## config.mk

```make
export PLATFORM = sky130hd
export DESIGN_NAME = dccp_fifo
export DESIGN_NICKNAME = d
export VERILOG_FILES = /design/src/sv/dccp_fifo.sv
export SDC_FILE = /design/constraint.sdc
export NUM_CORES = 1
export LEC_CHECK = 0
export CAP_MARGIN = 10
export CORE_AREA = 4 4 41 43
export CTS_CLUSTER_DIAMETER = 100
export DETAILED_ROUTE_END_ITERATION = 7
export DIE_AREA = 0 0 45 47
export DONT_BUFFER_PORTS = 1
export MAX_ROUTING_LAYER = met4
export PLACE_DENSITY_LB_ADDON = 0.08
export SETUP_SLACK_MARGIN = 0.05
export SLEW_MARGIN = 0
export SYNTH_ARGS = -nofsm -noshare
export SYNTH_HDL_FRONTEND = slang
export SYNTH_SLANG_ARGS = --single-unit
```

## constraint.sdc

```tcl
create_clock -name clk -period 3.3 [get_ports clk]
set_input_delay 0.33 -clock clk [delete_from_list [all_inputs] [get_ports clk]]
set_output_delay 0.33 -clock clk [all_outputs]
set_load 0.01 [all_outputs]
```

## src/sv/dccp_fifo.sv

```systemverilog
// Small synchronous queue used for the job hand-off and for the result port.
`default_nettype none

module dccp_fifo #(
	parameter type T     = logic,
	parameter int  DEPTH = 2
) (
	input  wire  clk,
	input  wire  arst_n,
	input  wire  push,
	input  T     wdata,
	output logic full,
	input  wire  pop,
	output T     rdata,
	output logic empty
);
	localparam int PW = (DEPTH > 1) ? $clog2(DEPTH) : 1;
	localparam int CW = $clog2(DEPTH + 1);

	T              mem_q [DEPTH];
	logic [PW-1:0] wptr_q;
	logic [PW-1:0] rptr_q;
	logic [CW-1:0] cnt_q;
	logic          do_push;
	logic          do_pop;

	assign full    = (cnt_q == CW'(DEPTH));
	assign empty   = (cnt_q == '0);
	assign do_push = push && !full;
	assign do_pop  = pop && !empty;
	assign rdata   = mem_q[rptr_q];

	always_ff @(posedge clk) begin
		if (do_push) begin
			mem_q[wptr_q] <= wdata;
		end
	end

	always_ff @(posedge clk or negedge arst_n) begin
		if (!arst_n) begin
			wptr_q <= '0;
			rptr_q <= '0;
			cnt_q  <= '0;
		end else begin
			if (do_push) begin
				wptr_q <= (wptr_q == PW'(DEPTH - 1)) ? '0 : wptr_q + 1'b1;
			end
			if (do_pop) begin
				rptr_q <= (rptr_q == PW'(DEPTH - 1)) ? '0 : rptr_q + 1'b1;
			end
			if (do_push && !do_pop) begin
				cnt_q <= cnt_q + 1'b1;
			end else if (do_pop && !do_push) begin
				cnt_q <= cnt_q - 1'b1;
			end
		end
	end

endmodule

`default_nettype wire

```

-- Yosys cells after proc, flatten, opt, wreduce, memory -nomap -nowiden
Memories as Yosys holds them, arrays and structs flattened.
Index checks and enable logic that the tools add are counted.
- add/sub/neg operators: 4
- multipliers: 0
- divide/modulo/power cells: 0
- order comparisons: 0
- equal/unequal tests: 1
- shift-type cells: 0
- mux-type cells: 6
- bitwise logic cells: 0
- reductions and logical operators: 10
- operators with widths (cell ; number):
    1-bit logical AND ; 4
    1-bit logical NOT ; 4
    1-bit 2-to-1 mux ; 4
    2-bit 2-to-1 mux ; 2
    1-bit adder (second input constant) ; 2
    2-bit by 1-bit adder with 2-bit output (second input constant) ; 1
    2-bit equality test (second input constant) ; 1
    2-bit logical NOT ; 1
    2-bit nonzero test ; 1
    2-bit by 1-bit subtractor with 2-bit output (second input constant) ; 1
- flip-flop bits (word level): 4
- latch bits: 0
- RAM bits: 2
- bits in read-only memories: 0
- output and inout bits: 3
- word-level logic and storage cells: 25
- memories: 1
- memory list (memory ; words ; bits a word ; rd ports ; clocked after Yosys merged registers in ; write ports ; RTL line ; source):
    mem_q ; 2 ; 1 ; 1 ; 0 ; 1 ; 20 ; T mem_q [DEPTH];

-- Longest topological paths before layout
Gate-level depths: netlist (run 1).
- depth in word-level cells: 7
- mapped depth: 7

-- Least setup slack after synthesis (run 1)
No wires, ideal clock.
- path kind: register -> register
- start point: register cnt_q[0]
- end point: register cnt_q[1]
- arrival: 1282 ps
- data required time: 3221 ps
- setup slack: 1939 ps
- stages on the path, launching flop included: 7
- path buffers: 0
- cell sequence: dfrtp_1 nand2b_1 nand2_1 inv_1 ha_1 nor2_1 xor2_1
- word-level cells in the longest chain between the ends: 6
- elaborated cells between the ends (all ways): 15
- classes of those cells: add/sub (2); eq/ne (1); mux (2); reduce/logical (10)
- ends and longest elaborated chain (what ; RTL line ; source):
    start: declaration ; 23 ; logic [CW-1:0] cnt_q;
    start signal: assignment ; 52 ; cnt_q <= cnt_q + 1'b1;
    start signal: assignment ; 54 ; cnt_q <= cnt_q - 1'b1;
    2-bit equality test / 2-bit logical NOT (equally long branches) ; 27, 28 ;
    1-bit logical NOT (on tied branches) ; 29, 30 ;
    1-bit logical AND (on tied branches) ; 29, 30 ;
    1-bit logical NOT (on tied branches) ; 53, 51 ;
    1-bit logical AND (on tied branches) ; 53, 51 ;
    2-bit nonzero test (no source line) / 2-bit 2-to-1 mux (equally long branches) ; n/a ;
Several ways; a longest one is shown, not always the timed one. The select of a mux whose other input is x is not followed.
A chain may end at the register's enable or synchronous reset.

-- Final worst setup path (run 1)
Same ends and word-level chain as after synthesis.

==> results.yml, run 1 <==
status:
  status: "completed"
floorplanning:
  die-area_sq_um: 2120
  initial_utilization_pct: 20.6
  die_w_um: 45
  design.core.area_sq_um: 1300
  die_y_um: 47
  io_pins: 8
  rows: 13
cts:
  cts.sinks: 6
  root_buffer: "clkbuf_4"
  cts_resized: 0
  cts_buffers: 3
  cts_setup_buffers: 0
  clk_pin_slew_worst_paths_ns: 0.05
  tritoncts: "yes"
  htreeDepth: 1
  clk_latency_ns: 0.24
  cts_buffer_depth: 2
yosys:
  syn_area_per_cell_sq_um: 12.2
  syn_inst: 22
  ys_ff_latch: 6
  yosysUniqueCellTypes: 12
  synth_fp_nets: 28
  yosys-top-cells-area: "dfrtp_1 37%, edfxtp_1 22%, xnor2_1 9.8%, xor2_1 6.5%, ha_1 4.7%"
  synth-seq-area-share_pct: 59.8
  yosys.area.top_type_share_pct: 37.4
  yosysTopAreaCell: "dfrtp_1"
  synth_warnings: 0
  synth_area_sq_um: 268
critical_path:
  required_ns: 3.47
  crit_arrival_ns: 1.64
  critPathKind: "reg -> reg"
  cp_max_fo: 5
  rrSetupSlack_ns: 1.83
  startpoint_type: "flip-flop"
  endpoint_kind: "flip-flop"
timing:
  slew_headroom_pct: 85.5
  finalMaxSlewViolations: 0
  setup_violations: 0
  hold_viol_final: 0
  fin_worst_skew_ns: 0.00345
  min_period_ns: 1.47
  max_freq_mhz: 681
  rsz0062_at_grt: "false"
  worst_pin_slew_ns: 0.216
  final.setup.tns_ns: 0
  fin_crit_sh_pct: 44.5
drt:
  wl_um: 468
  drc: 0
  ant_nets: 0
  vias: 159
  wl_per_cell_um: 11.4
  dr.pass1.iters: 1
  vias_per_cell: 3.88
  drt-initial-drc-count: 0
worst_hold_path:
  hp-class: "in -> reg"
layout:
  fin_nets: 34
  postLayoutCoreUtil_pct: 24.5
  drive_above_1_share_pct: 15.4
  antenna_cells: 0
  mostFrequentLayoutCells: "4 x dfrtp_1, 3 x nor2_1, 3 x xnor2_1, 3 x clkbuf_4"
  area_growth_syn_to_layout_pct: 19.2
  final_common_cell: "dfrtp_1"
place:
  portBuffers: 0
  gp_congestion: 0.651
  place_hpwl_um: 359
job:
  max_cap_violations: 0
global_routing:
  grt-busiest-layer: "met2"
  grt_pass1_vias: 181
  grtUsageTotal_pct: 6.08
  grt_pass1_wl_um: 765
  globalRouteOverflowTotal: 0
  grt_util_met2_pct: 7.63
  grt_antenna_before_repair: 0
  met3_usage_pct: 6.13
  gr-usage-met1_pct: 5.09
  grt_max_degree: 6
power_and_ir_drop:
  powerDensity_nw_per_um2: 990
  ir_drop_uv: 241
  p_leak_nw: 0.144
## layer usage
layer  up-vias  part of all wire (%)
met5         -                     0
met4         0                   2.1
met3         2                   6.6
met2         3                    46
met1        75                    45
li1         79                     -
## final timing paths
path,from,endpoint,cells after the start
worst max-delay path,cnt_q[0]$_DFFE_PN0P_,cnt_q[1]$_DFFE_PN0P_,6
worst min-delay path,wdata,mem_q[1]$_DFFE_PP_,0
worst max register to register,cnt_q[0]$_DFFE_PN0P_,cnt_q[1]$_DFFE_PN0P_,6
worst min register to register,wptr_q$_DFFE_PN0N_,wptr_q$_DFFE_PN0N_,1
max in group asynchronous,arst_n,wptr_q$_DFFE_PN0N_,1
min in group asynchronous,arst_n,rptr_q$_DFFE_PN0P_,1
## critical path, cell delays in order (launching register included)
cell and delay [ns]:
dfrtp_1 0.42, nand2b_1 0.20, nand2_1 0.13, inv_1 0.06, ha_1 0.30, nor2_1 0.14
xor2_1 0.15
## cell type report
| class | instances | area, sq um |
|---|---|---|
| Tap cell | 15 | 18.8 |
| Fill cell | 150 | 982 |
| Timing Repair Buffer | 1 | 10.0 |
| Clock buffer | 3 | 22.5 |
| Inverter | 2 | 7.51 |
| Sequential cell | 6 | 160 |
| Multi-Input combinational cell | 14 | 100 |
## through the flow
stage                     hold WS, ns  setup slack, ns  instance area, sq um  power, mW  instances
after floorplan                0.0344             1.94                   268      0.230         22
after global placement         0.0346             1.83                   287      0.248         37
after detailed placement       0.0346             1.83                   287      0.249         37
after CTS                       0.166             1.81                   319      0.325         41
after global routing            0.164             1.72                   319      0.343         41
final                           0.181             1.83                   319      0.316         41
## state kept, by name, summed over array words and instances, names as in the netlist
register / cells
cnt_q: 2
mem_q: 2
rptr_q: 1
wptr_q: 1
## cell families after synthesis
logic type	synth area share [%]
DFF	59.8
and+or+nand+nor	10.3
buffers and inverters	2.80
AOI/OAI and AO/OA	1.87
muxes	4.21
xor gates and xnor gates	16.4
adders and majority gates	4.67
## timing repair
item | CTS | global route
endpoints found under the setup margin | 0 | 0
hold endpoints to repair | 4 | 0
hold buffers | 1 | 0
## synth_stat cells
cell type	n
mux2_2	1
xnor2_1	3
nand2b_1	1
inv_1	2
edfxtp_1	2
o21ai_1	1
ha_1	1
dfrtp_1	4
nor2_1	3
xor2_1	2
and3_1	1
nand2_1	1
## power by group
group / internal [mW] / switching, mW / total (mW) / leakage [nW]
Clock: 0.0412 / 0.0267 / 0.0679 / 0.0138
Sequential: 0.112 / 0.0282 / 0.140 / 0.0652
Combinational: 0.0537 / 0.0544 / 0.108 / 0.0647
(Power assumes the default switching activity.)
==> inputs of run 2 (changes only) <==
==> constraint.sdc (replaced) <==
create_clock -name clk -period 1.3 [get_ports clk]
set_input_delay 0.13 -clock clk [delete_from_list [all_inputs] [get_ports clk]]
set_output_delay 0.13 -clock clk [all_outputs]
set_load 0.01 [all_outputs]
==> run 2 against run 1 <==
Compared with the run above: flip-flop and latch count stayed put; sequential power grew to 2.5 times the previous value; non-clock buffer count rose by 8; register-to-register slack worse by 1.8 ns; critical path type unchanged; critical endpoint unchanged; largest cell class unchanged.
==> results.yml, run 2 (synthesis gave the netlist of run 1 again) <==
status:
  status: "completed"
timing:
  final.setup.tns_ns: 0
  setup_violations: 0
  max_freq_mhz: 795
  fin_crit_sh_pct: 96.7
  rsz0062_at_grt: "true"
  hold_viol_final: 0
  fin_ws_ns: 0.0425
  slew_headroom_pct: 85.4
  worst_pin_slew_ns: 0.218
  finalMaxSlewViolations: 0
  fin_worst_skew_ns: 0.000410
  min_period_ns: 1.26
global_routing:
  met3_usage_pct: 6.13
  grt-busiest-layer: "met2"
  globalRouteOverflowTotal: 0
  grt_util_met2_pct: 9.04
  grt_antenna_before_repair: 0
  gr-usage-met1_pct: 6.45
  grt_pass1_vias: 201
  grt_max_degree: 5
  grtUsageTotal_pct: 6.97
  grt_pass1_wl_um: 883
layout:
  postLayoutCoreUtil_pct: 31.7
  area_growth_syn_to_layout_pct: 54.2
  antenna_cells: 0
  fin_cells: 49
  multi_input_area_sq_um: 131
  regArea_sq_um: 160
  final_common_cell: "buf_4"
  reg_top3: "cnt_q x2, mem_q x2"
  drive_above_1_share_pct: 47.1
  nFillCells: 147
  fin_nets: 42
  mostFrequentLayoutCells: "7 x buf_4, 4 x dfrtp_1, 3 x nor2_1, 3 x xnor2_1, 3 x clkbuf_4"
power_and_ir_drop:
  sw_frac_of_total_pct: 33.1
  clkPwrFrac_pct: 17.0
  p_int_uw: 674
  ir_drop_uv: 730
  p_leak_nw: 0.189
  power_mw: 1.01
  powerDensity_nw_per_um2: 2440
  power_switching_uw: 334
  pwr-share-seq_pct: 35.0
  pwr-share-comb_pct: 48.0
drt:
  dr.pass1.iters: 2
  drc: 0
  vias_per_cell: 3.84
  vias: 188
  drt-initial-drc-count: 2
  ant_nets: 0
  wl_per_cell_um: 10.4
  wl_um: 510
job:
  max_cap_violations: 0
floorplanning:
  die_w_um: 45
  io_pins: 8
  die_y_um: 47
  die-area_sq_um: 2120
  design.core.area_sq_um: 1300
  initial_utilization_pct: 20.6
  rows: 13
critical_path:
  critPathSlowestCell: "dfrtp_1"
  ff2ff_path_depth: 5
  rr_endpoint: "cnt_q[1]$_DFFE_PN0P_"
  cp_max_fo: 3
  rrSetupSlack_ns: 0.04
  crit_top_cell: "xor2_1"
  cp_cell_sequence: "o21ai_2, ha_4, xor2_1, nor2_1, xor2_1"
  endpoint_kind: "flip-flop"
  crit_arrival_ns: 1.38
  max_stage_delay_ns: 0.43
  r2r-start: "cnt_q[1]$_DFFE_PN0P_"
  required_ns: 1.43
  startpoint_type: "flip-flop"
  critPathKind: "reg -> reg"
cts:
  root_buffer: "clkbuf_4"
  tritoncts: "yes"
  clk_latency_ns: 0.24
  cts.sinks: 6
  cts_buffer_depth: 2
  cts_buffers: 3
  clk_pin_slew_worst_paths_ns: 0.04
  htreeDepth: 1
worst_hold_path:
  whs_path_depth: 3
  min_to: "wptr_q$_DFFE_PN0N_"
  hold_start: "push"
  hp-class: "in -> reg"
place:
  post-place-ws_ns: 0.00834
  place_hpwl_um: 365
  gp_congestion: 0.623
  dp.cells: 41
  portBuffers: 0
[run 2: cell count changes in the layout (fill, tap and decap cells not counted)]
cell,delta
o21ai_2,+1
ha_4,+1
o21ai_1,-1
nand2b_4,+1
nand2_1,-1
nand2_4,+1
dlygate4sd3_1,+1
nand2b_1,-1
buf_4,+7
inv_1,-1
inv_2,+1
ha_1,-1
[run 2: worst max-delay path: cells and delay by family, from the launching register on]
kind / cells / cell delay (ns)
xor+xnor: 2 / 0.29
flops: 1 / 0.43
compound gates: 1 / 0.21
simple gates: 1 / 0.06
fa+ha+maj: 1 / 0.16
[run 2: cell type report]
cell class | count | area share (%)
clock buffer | 3 | 5.45
tap | 15 | 4.55
multi-input combinational | 14 | 31.8
sequential | 6 | 38.8
inverter | 2 | 1.82
timing repair buffer | 9 | 17.6
[run 2: timing repair]
item | CTS | global route
pin swaps | 3 | 0
endpoints found under the setup margin | 1 | 1
resized for setup | 2 | 0
hold buffers | 2 | 0
hold endpoints to repair | 6 | 0
buffers inserted | 3 | 0
[run 2: routing by layer]
layer	part of all wire, %	vias up	routed length (um)
met5	0	-	0
met4	2.0	0	10
met3	9.2	2	47
met2	47	5	240
met1	41	87	210
li1	-	94	-
[run 2: power groups by stage]
stage	Combinational, mW	Sequential [mW]	Clock (mW)
floorplan	0.276	0.354	0
global placement	0.397	0.350	0
detailed placement	0.395	0.353	0
CTS	0.490	0.352	0.182
global route	0.537	0.365	0.203
finish	0.484	0.353	0.171
[run 2: worst max path at each step]
stage	depth (start not counted)	to	startpoint	slack (ns)
2_1_floorplan	7	cnt_q[1]$_DFFE_PN0P_	cnt_q[0]$_DFFE_PN0P_	0.01
6_report	5	cnt_q[1]$_DFFE_PN0P_	cnt_q[1]$_DFFE_PN0P_	0.04
5_1_grt	7	cnt_q[1]$_DFFE_PN0P_	cnt_q[0]$_DFFE_PN0P_	-0.04
4_1_cts	7	cnt_q[1]$_DFFE_PN0P_	cnt_q[0]$_DFFE_PN0P_	0.04
3_3_place_gp	5	cnt_q[1]$_DFFE_PN0P_	cnt_q[1]$_DFFE_PN0P_	0.02
3_5_place_dp	5	cnt_q[1]$_DFFE_PN0P_	cnt_q[1]$_DFFE_PN0P_	0.008
[run 2: through the flow]
step,area [sq um],hold WS [ns]
2_1_floorplan,285,-0.166
3_3_place_gp,334,-0.165
3_5_place_dp,334,-0.165
4_1_cts,413,0.127
5_1_grt,413,0.128
6_report,413,0.135
==> inputs of run 3 (changes only) <==
--- a/config.mk
+++ b/config.mk
@@ -6,10 +6,10 @@
 export NUM_CORES = 1
 export LEC_CHECK = 0
 export CAP_MARGIN = 10
-export CORE_AREA = 4 4 41 43
+export CORE_AREA = 3 3 40 42
 export CTS_CLUSTER_DIAMETER = 100
 export DETAILED_ROUTE_END_ITERATION = 7
-export DIE_AREA = 0 0 45 47
+export DIE_AREA = 0 0 43 45
 export DONT_BUFFER_PORTS = 1
 export MAX_ROUTING_LAYER = met4
 export PLACE_DENSITY_LB_ADDON = 0.08
==> run 3 against run 2 <==
Compared with the run above: non-clock buffer count is 1 lower; critical path depth rose by 2; maximum frequency fell by 3.3%; count of clock-buffer cells in the layout up 1; register-to-register slack worse by 0.04 ns; sequential power barely moved; cell count unchanged; clock skew rose by 0.0029 ns; die area down 8.5%; total power up 0.52%; clock power up 11%; global-route usage grew 0.36 points; largest cell class unchanged.
==> results.yml, run 3 (synthesis gave the netlist of run 1 again) <==
global_routing:
  gr-usage-met1_pct: 7.58
  grt_antenna_before_repair: 0
  globalRouteOverflowTotal: 0
  grt_pass1_vias: 226
  grtUsageTotal_pct: 7.33
  met3_usage_pct: 2.79
  grt_max_degree: 5
  grt-busiest-layer: "met2"
  grt_util_met2_pct: 9.58
  grt_pass1_wl_um: 910
cts:
  root_buffer: "clkbuf_4"
  cts_buffers: 3
  cts_buffer_depth: 2
  htreeDepth: 1
  clk_latency_ns: 0.25
  tritoncts: "yes"
  clk_pin_slew_worst_paths_ns: 0.05
  cts.sinks: 6
drt:
  dr.pass1.iters: 1
  vias_per_cell: 4.00
  ant_nets: 0
  wl_per_cell_um: 10.6
  drc: 0
  wl_um: 520
  drt-initial-drc-count: 0
  vias: 196
place:
  post-place-ws_ns: -0.0109
  place_hpwl_um: 379
  gp_congestion: 0.656
  portBuffers: 0
timing:
  min_period_ns: 1.30
  worst_pin_slew_ns: 0.220
  rsz0062_at_grt: "true"
  slew_headroom_pct: 85.3
  fin_crit_sh_pct: 100
  finalMaxSlewViolations: 0
  max_freq_mhz: 769
  fin_ws_ns: 0.0000715
  hold_viol_final: 0
  fin_worst_skew_ns: 0.00335
  setup_violations: 0
critical_path:
  required_ns: 1.47
  cp_max_fo: 4
  crit_arrival_ns: 1.47
  endpoint_kind: "flip-flop"
  critPathKind: "reg -> reg"
  startpoint_type: "flip-flop"
power_and_ir_drop:
  powerDensity_nw_per_um2: 2480
  p_leak_nw: 0.186
  ir_drop_uv: 746
layout:
  drive_above_1_share_pct: 44.1
  antenna_cells: 0
  fin_nets: 41
  final_common_cell: "buf_4"
  mostFrequentLayoutCells: "6 x buf_4, 4 x dfrtp_1, 3 x nor2_1, 3 x xnor2_1, 3 x clkbuf_4"
  postLayoutCoreUtil_pct: 31.8
  reg_top3: "cnt_q x2, mem_q x2"
  area_growth_syn_to_layout_pct: 52.8
floorplanning:
  io_pins: 8
  initial_utilization_pct: 20.8
  die_w_um: 43
  rows: 13
  die_y_um: 45
  die-area_sq_um: 1940
  design.core.area_sq_um: 1280
worst_hold_path:
  hp-class: "in -> reg"
status:
  status: "completed"
job:
  max_cap_violations: 0
==> run 3: cell count changes in the layout (fill, tap and decap cells not counted) <==
cell / delta
buf_4: -1
clkbuf_1: +1
==> run 3: worst paths after layout <==
| check | start | to | slack [ns] | depth (start not counted) |
|---|---|---|---|---|
| setup / recovery | cnt_q[0]$_DFFE_PN0P_ | cnt_q[1]$_DFFE_PN0P_ | 0.00007 | 7 |
| hold / removal | push | wptr_q$_DFFE_PN0N_ | 0.13 | 3 |
| setup reg to reg | cnt_q[0]$_DFFE_PN0P_ | cnt_q[1]$_DFFE_PN0P_ | 0.00007 | 7 |
| hold reg to reg | rptr_q$_DFFE_PN0P_ | rptr_q$_DFFE_PN0P_ | 0.49 | 1 |
| max in group asynchronous | arst_n | cnt_q[0]$_DFFE_PN0P_ | 0.95 | 1 |
| min in group asynchronous | arst_n | wptr_q$_DFFE_PN0N_ | 0.17 | 1 |
==> run 3: metrics by stage <==
stage	instances	hold slack (ns)	setup TNS (ns)	power (mW)	instance area (sq um)
4_1_cts	48	0.123	-0.00513	1.01	402
3_5_place_dp	41	-0.165	-0.0109	0.750	334
6_report	49	0.129	0	1.01	409
2_1_floorplan	22	-0.166	0	0.629	285
5_1_grt	49	0.138	-0.0965	1.09	409
3_3_place_gp	41	-0.165	0	0.744	334
==> run 3: area by class of cell <==
class	instances	area [sq um]
tap	15	18.8
multi-input combinational	14	131
sequential	6	160
fill	132	876
clock buffer	4	26.3
timing repair buffer	8	65.1
inverter	2	7.51
==> run 3: worst max-delay path: stages, from the launching register on <==
cell      delay [ns]
dfrtp_1         0.41
nand2b_4        0.17
nand2_4         0.06
inv_2           0.04
ha_4            0.14
xor2_1          0.13
nor2_1          0.13
xor2_1          0.15
==> run 3: repair_timing <==
action / 4_1_cts / 5_1_grt
endpoints found under the setup margin: 1 / 1
pin swaps: 2 / 0
endpoints found under the hold margin: 6 / 0
setup buffers: 1 / 1
hold buffers: 2 / 0
gates resized for setup: 2 / 0
==> run 3: routing by layer <==
| metal | share of wire [%] | routed length (um) | vias to the layer above |
|---|---|---|---|
| met1 | 45 | 236 | 91 |
| li1 | - | - | 96 |
| met4 | 1.9 | 10 | 0 |
| met5 | 0 | 0 | - |
| met2 | 46 | 241 | 7 |
| met3 | 6.0 | 31 | 2 |
==> run 3: power by group <==
group,leakage [nW],internal [mW],switching (mW)
combinational,0.106,0.273,0.194
sequential,0.0652,0.284,0.0723
clock,0.0150,0.117,0.0731
total,0.186,0.674,0.339
